[config.mk]
export PLATFORM = sky130hd
export DESIGN_NAME = frt_cell
export DESIGN_NICKNAME = d
export VERILOG_FILES = /design/src/rtl/core/frt_pkg.sv /design/src/rtl/core/frt_cell.sv
export SDC_FILE = /design/constraint.sdc
export NUM_CORES = 1
export LEC_CHECK = 0
export BUFFER_PORTS_ARGS = -buffer_cell sky130_fd_sc_hd__buf_4
export CORE_MARGIN = 2
export CORE_UTILIZATION = 35
export CTS_BUF_LIST = sky130_fd_sc_hd__clkbuf_8
export DETAILED_ROUTE_END_ITERATION = 10
export HOLD_SLACK_MARGIN = 0.03
export PLACE_DENSITY = 0.69
export SLEW_MARGIN = 20
export SYNTH_ARGS = -nofsm -noshare
export SYNTH_HDL_FRONTEND = slang
export SYNTH_SLANG_ARGS = --single-unit
[constraint.sdc]
create_clock -name i_clk -period 3 [get_ports i_clk]
set_clock_uncertainty 0.1 [all_clocks]
set_input_delay 0.15 -clock i_clk [delete_from_list [all_inputs] [get_ports i_clk]]
set_output_delay 0.15 -clock i_clk [all_outputs]
set_load 0.1 [all_outputs]
[src/rtl/core/frt_pkg.sv]
// Shared constants, types and status codes of the free range tracker.
// No dependencies; every other file of the block uses this package.
`timescale 1ns / 1ps
`default_nettype none
package frt_pkg;
    localparam int MAX_RANGES = 256;
    localparam int CELL_BITS = 32;
    localparam int CNT_W = $clog2(MAX_RANGES + 1);
    localparam int STEP_W = $clog2(2 * MAX_RANGES + 1);
    localparam logic [CELL_BITS-1:0] TOTAL_RESET = CELL_BITS'(1024);

    typedef logic [1:0] t_status;
    localparam t_status ST_DONE = 2'd0;
    localparam t_status ST_ORDER = 2'd1;
    localparam t_status ST_FULL = 2'd2;

    typedef struct packed {
        logic                 v;
        logic [CELL_BITS-1:0] s;
        logic [CELL_BITS-1:0] e;
    } t_slot;

    typedef struct packed {
        logic [CELL_BITS-1:0] claim;
        logic                 removed;
        logic                 split;
        logic                 reject;
    } t_head_ctl;
endpackage
`default_nettype wire

[src/rtl/core/frt_cell.sv]
// One cell of the interval ring: holds a single free interval and hands it on.
// Depends on frt_pkg.
`timescale 1ns / 1ps
`default_nettype none
module frt_cell (
    input  wire logic          i_clk,
    input  wire logic          i_rst_n,
    input  wire logic          i_shift,
    input  wire logic          i_load,
    input  wire frt_pkg::t_slot i_init,
    input  wire frt_pkg::t_slot i_next,
    output frt_pkg::t_slot     o_slot
);
    import frt_pkg::*;

    t_slot r_slot;

    always_ff @(posedge i_clk) begin
        if (!i_rst_n || i_load) begin
            r_slot <= i_init;
        end else if (i_shift) begin
            r_slot <= i_next;
        end
    end

    assign o_slot = r_slot;
endmodule
`default_nettype wire

==> results of run 1 <==
cell usage after synthesis, drive strengths merged:
cell,number,area (µm²)
mux2,65,878
nor2b,1,13.8
buf,7,110
edfxtp,65,1950
nand2b,1,6.26
cells by family after synthesis:
family                 count (synthesis)
DFF                                   65
and+or+nand+nor                        2
buffers and inverters                  7
muxes                                 65
through the flow:
| stage | hold slack (ns) | cells | util | area (µm²) |
|---|---|---|---|---|
| detailed placement | 0.353 | 439 | 0.549 | 4510 |
| floorplan | 0.267 | 139 | - | 2960 |
| global placement | 0.351 | 439 | 0.549 | 4510 |
==> results.json, run 1 <==
{
  "synthSimpleGateAreaFrac": 0.00676,
  "place.gp.congestion": 0.696,
  "dp_hpwl_um": 5750,
  "syn_area_mm2": 0.00296,
  "clkSinkCount": 65,
  "pre_cts_ws_ns": 1.36,
  "yosysWarnings": 0,
  "ys_seq_elements": 65,
  "synth_nets": 273,
  "post_synth_fa_ha_maj_area_fraction": 0,
  "status": "did not finish",
  "ctsHtreeMaxLevel": 3,
  "synth_cells": 139,
  "synth_xor_area_frac": 0,
  "ios": 199,
  "dieWidth_um": 96.0,
  "synth_top_family_by_area": "multiplexers",
  "io_buffer_count": 198,
  "root_buffer": "clkbuf_8",
  "syn_area_per_cell_um2": 21.3,
  "ys_types": 8,
  "ys_seq_area_frac": 0.659,
  "cts_resized": 0,
  "synth_mux_area_frac": 0.297,
  "initial_utilization": 0.360,
  "synth_compound_area_frac": 0,
  "rows": 33,
  "ctsHoldBuffers": 102,
  "cts_setup_buffers": 0,
  "die_h_um": 96.0,
  "stop_stage": "clock tree synthesis",
  "firstError": "[ERROR RSZ-0060] Max buffer count reached.",
  "cts_buffers": 9,
  "cts_buffer_depth": 2
}
==> inputs of run 2 (changes only) <==
- CORE_UTILIZATION: 35 -> 20
- CTS_BUF_LIST: sky130_fd_sc_hd__clkbuf_8 -> not set
- HOLD_SLACK_MARGIN: 0.03 -> not set
- PLACE_DENSITY: 0.69 -> not set
- PLACE_DENSITY_LB_ADDON: not set -> 0.15
==> run 2 against run 1 <==
- the flow now finishes without violations
- synthesized cell count unchanged
- area after synthesis unchanged
==> results.json, run 2 <==
{
  "status": "completed",
  "critPathTopFamily": "buffers and inverters",
  "synth_edf_count": 65,
  "hold_class": "input pin to flop",
  "path_depth": 5,
  "setup_viol": 0,
  "yosys-top-cells-area": "edfxtp_1 66%, mux2_4 20%, mux2_2 9.9%, buf_12 2.7%, buf_4 0.51%",
  "grt_pass1_wl_um": 11900,
  "initial_utilization": 0.204,
  "syn_area_mm2": 0.00296,
  "yosysMostFrequentCell": "edfxtp_1",
  "synthSimpleGateAreaFrac": 0.00676,
  "io_buffer_count": 198,
  "synthFlopType": "edfxtp_1",
  "rows": 44,
  "critPathMaxFanout": 33,
  "whs_ns": 0.0195,
  "synth_xor_area_frac": 0,
  "root_buffer": "clkbuf_16",
  "vias_per_cell": 3.81,
  "dieWidth_um": 126,
  "worst_slack_ns": 1.06,
  "antenna_cells": 0,
  "drtAntennaViolNets": 0,
  "nets": 493,
  "vias": 2088,
  "grt_max_degree": 66,
  "min_period_ns": 1.94,
  "ctsHtreeMaxLevel": 3,
  "cts_buffers": 9,
  "grtUsageTotal": 0.0994,
  "path_buf_inv": 3,
  "cts_setup_buffers": 0,
  "period_share": 0.645,
  "synth_commonest_cells": "65 x edfxtp_1, 39 x mux2_4, 26 x mux2_2",
  "rsz0062_at_grt": "false",
  "antenna_found_initial": 0,
  "synth_top_family_by_area": "multiplexers",
  "place_area_mm2": 0.00459,
  "core_mm2": 0.0145,
  "vdd_ir_drop_max_v": 0.000209,
  "end_kind": "flop",
  "power.density_mw_per_mm2": 671,
  "overflow": 0,
  "yosysWarnings": 0,
  "ys_seq_elements": 65,
  "clkSinkCount": 65,
  "critPathRequiredTime_ns": 2.98,
  "synthDominantCellAreaShare": 0.659,
  "async_reset_ff_frac": 0,
  "drv_cap": 0,
  "ios": 199,
  "max_freq_mhz": 517,
  "hold_depth": 2,
  "grt_pass1_vias": 2253,
  "pre_cts_ws_ns": 1.19,
  "drtIter0Drc": 49,
  "crit_top_cell": "buf_4",
  "setup.worst_path.start_class": "input pin",
  "p_total_mw": 3.40,
  "cts_buffer_depth": 2,
  "final_layout_size_suffix_gt1_frac": 0.772,
  "slew_headroom": 0.397,
  "dieArea_mm2": 0.0158,
  "final_common_cell": "buf_4",
  "cp_slowest_cell": "dlygate4sd3_1",
  "die_h_um": 126,
  "synth_nets": 273,
  "ys_seq_area_frac": 0.659,
  "worst_slew_pin_slew_ns": 0.904,
  "post_synth_fa_ha_maj_area_fraction": 0,
  "critPathKind": "input pin to flop",
  "wl_per_cell_um": 14.6,
  "power_leakage_nw": 2.26,
  "synth_cells": 139,
  "design_area_mm2": 0.00506,
  "path_clk_slew_ns": 0.06,
  "place.gp.congestion": 0.744,
  "drt_pre_antenna_iters": 3,
  "fin_setup_tns_ns": 0,
  "synth_top_cell_by_area": "edfxtp_1",
  "synth_mux_area_frac": 0.297,
  "syn_area_per_cell_um2": 21.3,
  "synth_compound_area_frac": 0,
  "hold_viol_final": 0,
  "drv_slew": 0,
  "drc": 0,
  "routed_wl_um": 7990,
  "mostFrequentLayoutCells": "200 x buf_4, 65 x edfxtp_1, 39 x mux2_4",
  "ys_types": 8,
  "largest_register_ffs": 65,
  "cp_cell_sequence": "buf_4 -> nor2b_4 -> buf_4 -> mux2_4 -> dlygate4sd3_1",
  "syn2layout_area_growth_pct": 71.0,
  "dp_hpwl_um": 5850,
  "arrival_ns": 1.91,
  "cts_tree": "yes",
  "slowest_delay_ns": 0.55
}
[run 2: cell counts after synthesis]
No cell type changed its count.
[run 2: through the flow]
step	util	instances
4_1_cts	0.350	548
3_5_place_dp	0.317	516
2_1_floorplan	-	139
5_1_grt	0.350	548
6_report	0.350	548
3_3_place_gp	0.317	516
[run 2: power by group]
group / switching, mW / total, mW / internal, mW
registers: 0.0285 / 1.14 / 1.11
logic: 0.823 / 1.15 / 0.329
clock network: 0.384 / 1.11 / 0.723
total: 1.23 / 3.40 / 2.16
[run 2: worst paths after layout]
kind,startpoint,to,slack (ns)
hold / removal,i_next[52],o_slot[52],0.02
setup / recovery,i_load,o_slot[31],1.06
[run 2: timing repair]
action                                 4_1_cts  5_1_grt
hold buffers                                16        0
gates resized for setup                      0        0
endpoints found under the hold margin       12        0
setup endpoints to repair                    0        0
[run 2: cells by family (layout without fill, tap and decap cells)]
kind of cell | count (synthesis) | in the layout
multiplexers | 65 | 65
buffers and inverters | 7 | 232
AND/OR/NAND/NOR | 2 | 2
flip-flops | 65 | 65
[run 2: final cells by class]
cell class / count / area (µm²)
fill: 1438 / 9420
sequential: 65 / 1950
timing repair buffer: 216 / 1660
multi-input combinational: 67 / 906
tap: 184 / 230
clock buffer: 10 / 229
clock inverter: 6 / 82.6
[run 2: metal layers]
metal / GRT usage / routed length [µm] / part of all wire / vias up
met5: 0 / 0 / 0 / -
met4: 0.0529 / 147 / 0.018 / 0
li1: - / - / - / 987
met1: 0.113 / 3270 / 0.41 / 963
met2: 0.157 / 3650 / 0.46 / 128
met3: 0.0446 / 925 / 0.12 / 10
Note: power is estimated with default switching activity, not from simulation.
