===== src/rtl/core/frt_pkg.sv =====
// Shared constants, types and status codes of the free range tracker.
// No dependencies; every other file of the block uses this package.
`timescale 1ns / 1ps
`default_nettype none
package frt_pkg;
    localparam int MAX_RANGES = 256;
    localparam int CELL_BITS = 32;
    localparam int CNT_W = $clog2(MAX_RANGES + 1);
    localparam int STEP_W = $clog2(2 * MAX_RANGES + 1);
    localparam logic [CELL_BITS-1:0] TOTAL_RESET = CELL_BITS'(1024);

    typedef logic [1:0] t_status;
    localparam t_status ST_DONE = 2'd0;
    localparam t_status ST_ORDER = 2'd1;
    localparam t_status ST_FULL = 2'd2;

    typedef struct packed {
        logic                 v;
        logic [CELL_BITS-1:0] s;
        logic [CELL_BITS-1:0] e;
    } t_slot;

    typedef struct packed {
        logic [CELL_BITS-1:0] claim;
        logic                 removed;
        logic                 split;
        logic                 reject;
    } t_head_ctl;
endpackage
`default_nettype wire


===== src/rtl/core/frt_head.sv =====
// Trims the interval leaving the head of the ring against the claimed range.
// Also fills an empty head cell from the holder. Depends on frt_pkg.
`timescale 1ns / 1ps
`default_nettype none
module frt_head (
    input  wire frt_pkg::t_slot              i_slot,
    input  wire frt_pkg::t_slot              i_pend,
    input  wire logic [frt_pkg::CELL_BITS-1:0] i_lo,
    input  wire logic [frt_pkg::CELL_BITS-1:0] i_hi,
    input  wire logic                        i_full,
    output frt_pkg::t_slot                   o_slot,
    output frt_pkg::t_slot                   o_pend,
    output frt_pkg::t_head_ctl               o_ctl
);
    import frt_pkg::*;

    logic                 w_ov;
    logic                 w_left;
    logic                 w_right;
    logic [CELL_BITS-1:0] w_cs;
    logic [CELL_BITS-1:0] w_ce;

    always_comb begin
        w_ov = i_slot.v && (i_slot.s <= i_hi) && (i_slot.e >= i_lo);
        w_left = i_slot.s < i_lo;
        w_right = i_slot.e > i_hi;
        w_cs = w_left ? i_lo : i_slot.s;
        w_ce = w_right ? i_hi : i_slot.e;
        o_slot = i_slot;
        o_pend = i_pend;
        o_ctl = '0;
        if (w_ov) begin
            if (w_left && w_right && i_full) begin
                o_ctl.reject = 1'b1;
            end else begin
                o_ctl.claim = w_ce - w_cs + CELL_BITS'(1);
                if (w_left) begin
                    o_slot.e = i_lo - CELL_BITS'(1);
                    if (w_right) begin
                        o_ctl.split = 1'b1;
                        o_pend = '{v: 1'b1, s: i_hi + CELL_BITS'(1), e: i_slot.e};
                    end
                end else if (w_right) begin
                    o_slot.s = i_hi + CELL_BITS'(1);
                end else begin
                    o_slot.v = 1'b0;
                    o_ctl.removed = 1'b1;
                end
            end
        end else if (!i_slot.v && i_pend.v) begin
            o_slot = i_pend;
            o_pend.v = 1'b0;
        end
    end
endmodule
`default_nettype wire


===== config.mk =====
export PLATFORM = sky130hd
export DESIGN_NAME = frt_head
export DESIGN_NICKNAME = d
export VERILOG_FILES = /design/src/rtl/core/frt_pkg.sv /design/src/rtl/core/frt_head.sv
export SDC_FILE = /design/constraint.sdc
export NUM_CORES = 1
export LEC_CHECK = 0
export ABC_CLOCK_PERIOD_IN_PS = 9200
export BUFFER_PORTS_ARGS = -buffer_cell sky130_fd_sc_hd__buf_2
export CAP_MARGIN = 15
export CORE_AREA = 2 2 139 141
export DETAILED_ROUTE_END_ITERATION = 8
export DIE_AREA = 0 0 141 143
export PLACE_DENSITY = 0.78
export SYNTH_ARGS = -nofsm -noshare
export SYNTH_HDL_FRONTEND = slang
export SYNTH_SLANG_ARGS = --single-unit

===== constraint.sdc =====
create_clock -name vclk -period 9.2
set_clock_uncertainty 0.1 [all_clocks]
set_input_delay 0.46 -clock vclk [all_inputs]
set_output_delay 0.46 -clock vclk [all_outputs]
set_load 0.01 [all_outputs]

==> results.yml, run 1 <==
outcome:
  outcome: "completed"
pwr:
  p_leak_nw: 5.63
  switching_power_uw: 515
  power_frac_clock_pct: 0
  comb_power_share_pct: 100.0
  fin_total_pwr_uw: 871
  p_per_area_nw_per_um2: 83.9
  swShare_pct: 59.2
  peakVddDrop_mv: 0.0474
  pwr-share-seq_pct: 0
  p_int_uw: 356
grt:
  grt_pass1_vias: 10200
  grt_pass1_wl_mm: 53.7
  track_usage_pct: 33.1
  grt_overflow: 0
  grt_start_max_net_pins: 86
  antenna_found_initial: 0
logic_synthesis:
  ys_warn_count: 0
  synthAdderAreaFrac_pct: 28.5
  postSynthCellCount: 1300
  syn_nets: 1686
  avgSynthCellArea_sq_um: 6.48
  synth_top_family_by_area: "compound AO/OA/AOI/OAI gates"
  synthSimpleGateAreaFrac_pct: 24.5
  synth_mux_area_share_pct: 0.357
  ys_seq_area_share_pct: 0
  synth_xor_area_share_pct: 8.63
  syn-cell-area_sq_um: 8420
  synth-compound-area-share_pct: 28.9
  ys_types: 65
critical_path:
  crit_type: "primary input to output port"
  cp_max_fo: 26
  startpoint_type: "primary input"
  worstPathArrival_ns: 6.24
  cp-end-kind: "output port"
  cp.required_ns: 8.64
detailed_routing:
  routed_wl_mm: 35.3
  ant_nets: 0
  viasPerCell: 5.95
  post_drt_wl_per_cell_um: 19.0
  dr.pass1.iters: 5
  drtIter0Drc: 860
  vias: 11000
  drc: 0
sta:
  hold_viol: 0
  fmax_mhz: 147
  grt_setup_unrepaired: "no"
  maxSlewHeadroom_pct: 28.1
  worst_slew_pin_slew_ns: 1.08
  setup_violations: 0
  setup_tns_ns: 0
  fin_crit_ns: 6.80
  drv_slew: 0
  min_period_over_period_pct: 73.9
cells_and_area:
  diodes: 0
  nClkBuffers: 0
  area_delta_synth_final_pct: 23.3
  seq_cells: 0
  layout-drive-gt1-share_pct: 24.4
  seq_area_sq_um: 0
  nNetsFinal: 2006
floorplan:
  die_area_sq_um: 20200
  start_util_pct: 45.3
  dieHeight_um: 143
  core.rowCount: 50
  pin_count: 360
  die_w_um: 141
  core_area_sq_um: 18600
clock_tree:
  cts_setup_buffers: 0
  post_cts_resized: 0
  hold_buffers: 0
placement:
  place_hpwl_mm: 29.5
  port_buffers: 360
  routabilityCongestion: 0.961
worst_hold_path:
  hold_path.class: "primary input to output port"
run:
  max-cap-violations: 0
==> cell type report <==
cell class,count,area (sq um)
fill,1923,8200
multi-input combinational,1102,7670
inverter,148,556
timing repair buffer,368,1860
tap,234,293
==> path summary, 6_finish.rpt <==
| kind | from | to | slack (ns) | cells past startpoint |
|---|---|---|---|---|
| setup / recovery | i_hi[15] | o_ctl[34] | 2.40 | 23 |
| hold / removal | i_pend[6] | o_pend[6] | 1.12 | 4 |
==> kinds of logic after synthesis <==
group | after synthesis
AO/OA/AOI/OAI | 382
XOR/XNOR | 83
adder cells (fa/ha/maj) | 191
buffers and inverters | 198
multiplexers | 3
AND/OR/NAND/NOR | 443
==> cells in the mapped netlist, drive strengths merged, types with 3 or more instances <==
cell      n  area, sq um
nand2   131          492
inv     148          556
ha      190         2380
and4      4         35.0
nor3b     3         38.8
a31oi     7         43.8
xor2     10         87.6
o211ai    9         67.6
a21oi    89          445
nand2b    5         31.3
o31ai     3         22.5
o21ai   132          661
or3       7         68.8
or2       8         50.1
nor2b     9         56.3
mux2i     3         30.0
a211o     5         43.8
clkbuf   48          190
a221oi   64          573
a2111o    3         33.8
nand3    32          165
and3      5         31.3
o22ai     3         18.8
nor3     32          186
o21a      6         45.0
a211oi   14          105
xnor2    73          639
a21o     29          218
nand4    25          156
nor4      8         56.3
or4       4         33.8
nor2    166          631
==> critical path, cell delays in order <==
cell and delay (ns):
buf_2 0.13, inv_1 0.11, ha_1 0.30, nand4_1 0.20
or4b_1 0.64, or2_0 0.25, o22ai_1 0.24, nand2_2 0.35
mux2i_1 0.22, ha_1 0.30, inv_1 0.04, ha_1 0.21
fa_1 0.41, a21oi_1 0.31, o211ai_1 0.14, a32oi_1 0.53
o21ai_1 0.19, a21oi_1 0.32, and3_1 0.23, o31ai_1 0.09
or2_2 0.27, mux2i_1 0.11, buf_2 0.14
==> metrics by stage <==
| stage | hold WS (ns) | setup slack [ns] | utilization, % | instances | instance area, sq um |
|---|---|---|---|---|---|
| global placement | 1.12 | 2.65 | 55.9 | 1852 | 10400 |
| floorplan | 0.909 | 3.52 | - | 1300 | 8420 |
| detailed placement | 1.13 | 2.58 | 55.9 | 1852 | 10400 |
| CTS | 1.13 | 2.56 | 55.9 | 1852 | 10400 |
| finish | 1.12 | 2.40 | 55.9 | 1852 | 10400 |
| global route | 1.14 | 2.16 | 55.9 | 1852 | 10400 |
==> cell usage in the layout, fill, tap and decap left out, types with 5 or more instances in the layout <==
cell type	n
buf_2	360
ha_1	190
nor2_1	164
inv_1	148
nand2_1	130
a21oi_1	89
xnor2_1	73
o21ai_0	69
o21ai_1	63
a221oi_1	62
nand3_1	31
a21o_1	29
nor3_1	28
nand4_1	25
a211oi_1	14
xor2_1	10
nor2b_1	9
o211ai_1	9
buf_4	8
nor4_1	7
a31oi_1	7
o21a_1	6
and3_1	5
a211o_1	5
or2_2	5
or3_4	5
==> metal layers <==
metal  track usage, %  vias to the layer above  share of wire [%]
met2             58.7                      539                 47
met4             9.53                        0                3.1
met1             42.6                     5078                 43
met5                0                        -                  0
met3             3.32                       81                6.9
li1                 -                     5314                  -
==> power groups by stage <==
stage	combinational, mW	sequential (mW)	clock, mW
2_1_floorplan	0.579	0	0
3_3_place_gp	0.838	0	0
3_5_place_dp	0.852	0	0
4_1_cts	0.857	0	0
5_1_grt	0.963	0	0
6_report	0.871	0	0
(Power assumes the default switching activity.)
==> run 2, diff against run 1 <==
Settings changed: ABC_CLOCK_PERIOD_IN_PS 9200 to 6200, CORE_AREA 2 2 139 141 to unset, CORE_MARGIN set to 2, CORE_UTILIZATION set to 46, DIE_AREA 0 0 141 143 to unset, PLACE_DENSITY 0.78 to 0.83.
Clock period 9.2 ns to 6.2 ns, I/O delays scaled along.
==> run 2 against run 1 <==
Effect of this change: via count rose by 0.25%; worst hold slack got worse by 0.30 ns; wire length rose by 1.3%; flip-flop and latch count stayed put; first-iteration DRC count is 4.8% higher; sequential share of layout area did not move; cell count is 0.27% higher; die area decreased by 3.7%; non-clock buffer count grew 7; design area rose by 0.95%.
==> results.yml, run 2 (synthesis gave the netlist of run 1 again) <==
outcome:
  outcome: "completed"
cells_and_area:
  seq_area_sq_um: 0
  finalCoreUtilization_pct: 58.4
  nClkBuffers: 0
  seq_cells: 0
  area_delta_synth_final_pct: 24.5
  layout-drive-gt1-share_pct: 25.0
  nNetsFinal: 2013
  final_cell_mix: "360 x buf_2, 190 x ha_1, 163 x nor2_1, 148 x inv_1, 130 x nand2_1"
  layout_commonest_cell: "buf_2"
critical_path:
  cp_max_fo: 18
  startpoint_type: "primary input"
  cp.required_ns: 5.79
  cp-end-kind: "output port"
  worstPathArrival_ns: 5.47
  crit_type: "primary input to output port"
detailed_routing:
  vias: 11000
  drc: 0
  viasPerCell: 5.94
  dr.pass1.iters: 5
  ant_nets: 0
  post_drt_wl_per_cell_um: 19.2
  drtIter0Drc: 901
  routed_wl_mm: 35.7
floorplan:
  die_area_sq_um: 19400
  pin_count: 360
  core.rowCount: 49
  dieHeight_um: 139
  die_w_um: 139
  core_area_sq_um: 18000
  start_util_pct: 46.9
grt:
  track_usage_pct: 34.7
  grt_pass1_vias: 10300
  grt_overflow: 0
  grt_pass1_wl_mm: 54.8
  grt_start_max_net_pins: 67
  antenna_found_initial: 4
sta:
  maxSlewHeadroom_pct: 34.2
  min_period_over_period_pct: 94.9
  worst_slew_pin_slew_ns: 0.985
  fin_crit_ns: 5.88
  fin_ws_ns: 0.318
  hold_viol: 0
  setup_tns_ns: 0
  timing.hold.ws_ns: 0.823
  drv_slew: 0
  setup_violations: 0
  grt_setup_unrepaired: "no"
  fmax_mhz: 170
placement:
  pre_cts_ws_ns: -0.0298
  place_hpwl_mm: 30.1
  port_buffers: 360
  routabilityCongestion: 0.989
run:
  max-cap-violations: 0
pwr:
  p_per_area_nw_per_um2: 125
  p_leak_nw: 5.68
  peakVddDrop_mv: 0.0666
worst_hold_path:
  hold_path.class: "primary input to output port"
clock_tree:
  cts_setup_buffers: 0
  post_cts_resized: 1
  hold_buffers: 0
run 2: per-layer routing:
| metal | up-vias | global-route usage, % | wire, um |
|---|---|---|---|
| li1 | 5338 | - | - |
| met1 | 5032 | 44.3 | 14800 |
| met2 | 567 | 59.7 | 16600 |
| met3 | 100 | 4.06 | 2800 |
| met4 | 2 | 13.0 | 1570 |
| met5 | - | 0 | 13 |
run 2: final timing paths:
check / startpoint / to / slack [ns] / cells after the start
worst max-delay path: i_hi[6] / o_ctl[26] / 0.32 / 25
worst min-delay path: i_pend[54] / o_pend[54] / 0.82 / 4
run 2: area by class of cell:
cell class / instances / area, sq um
fillers: 1795 / 7480
multi-input cells: 1102 / 7690
inverters: 148 / 556
well taps: 229 / 287
repair buffers: 375 / 1940
diodes: 3 / 7.51
run 2: through the flow:
stage,cell area [sq um],total power [mW],instances
after floorplan,8420,0.859,1300
after global placement,10400,1.26,1853
after detailed placement,10400,1.28,1853
after CTS,10400,1.29,1853
after global routing,10500,1.45,1857
final,10500,1.31,1857
run 2: where the power goes:
| group | switching [mW] | internal (mW) |
|---|---|---|
| logic | 0.772 | 0.535 |
| registers | 0 | 0 |
| clock network | 0 | 0.0000000649 |
run 2: worst max-delay path: stages:
cell and delay, ns:
buf_2 0.15, inv_1 0.11, ha_1 0.30, and4_1 0.25, or4b_1 0.50, or2_0 0.24
o22ai_1 0.25, nand2_2 0.09, buf_4 0.22, mux2i_1 0.14, ha_1 0.27, inv_1 0.04
ha_1 0.21, fa_1 0.40, a21oi_1 0.28, o211ai_1 0.14, a32oi_2 0.32, buf_4 0.18
o21a_1 0.11, o21ai_0 0.16, a21o_1 0.23, a21oi_1 0.21, xor2_1 0.17, nor2_1 0.05
buf_2 0.15
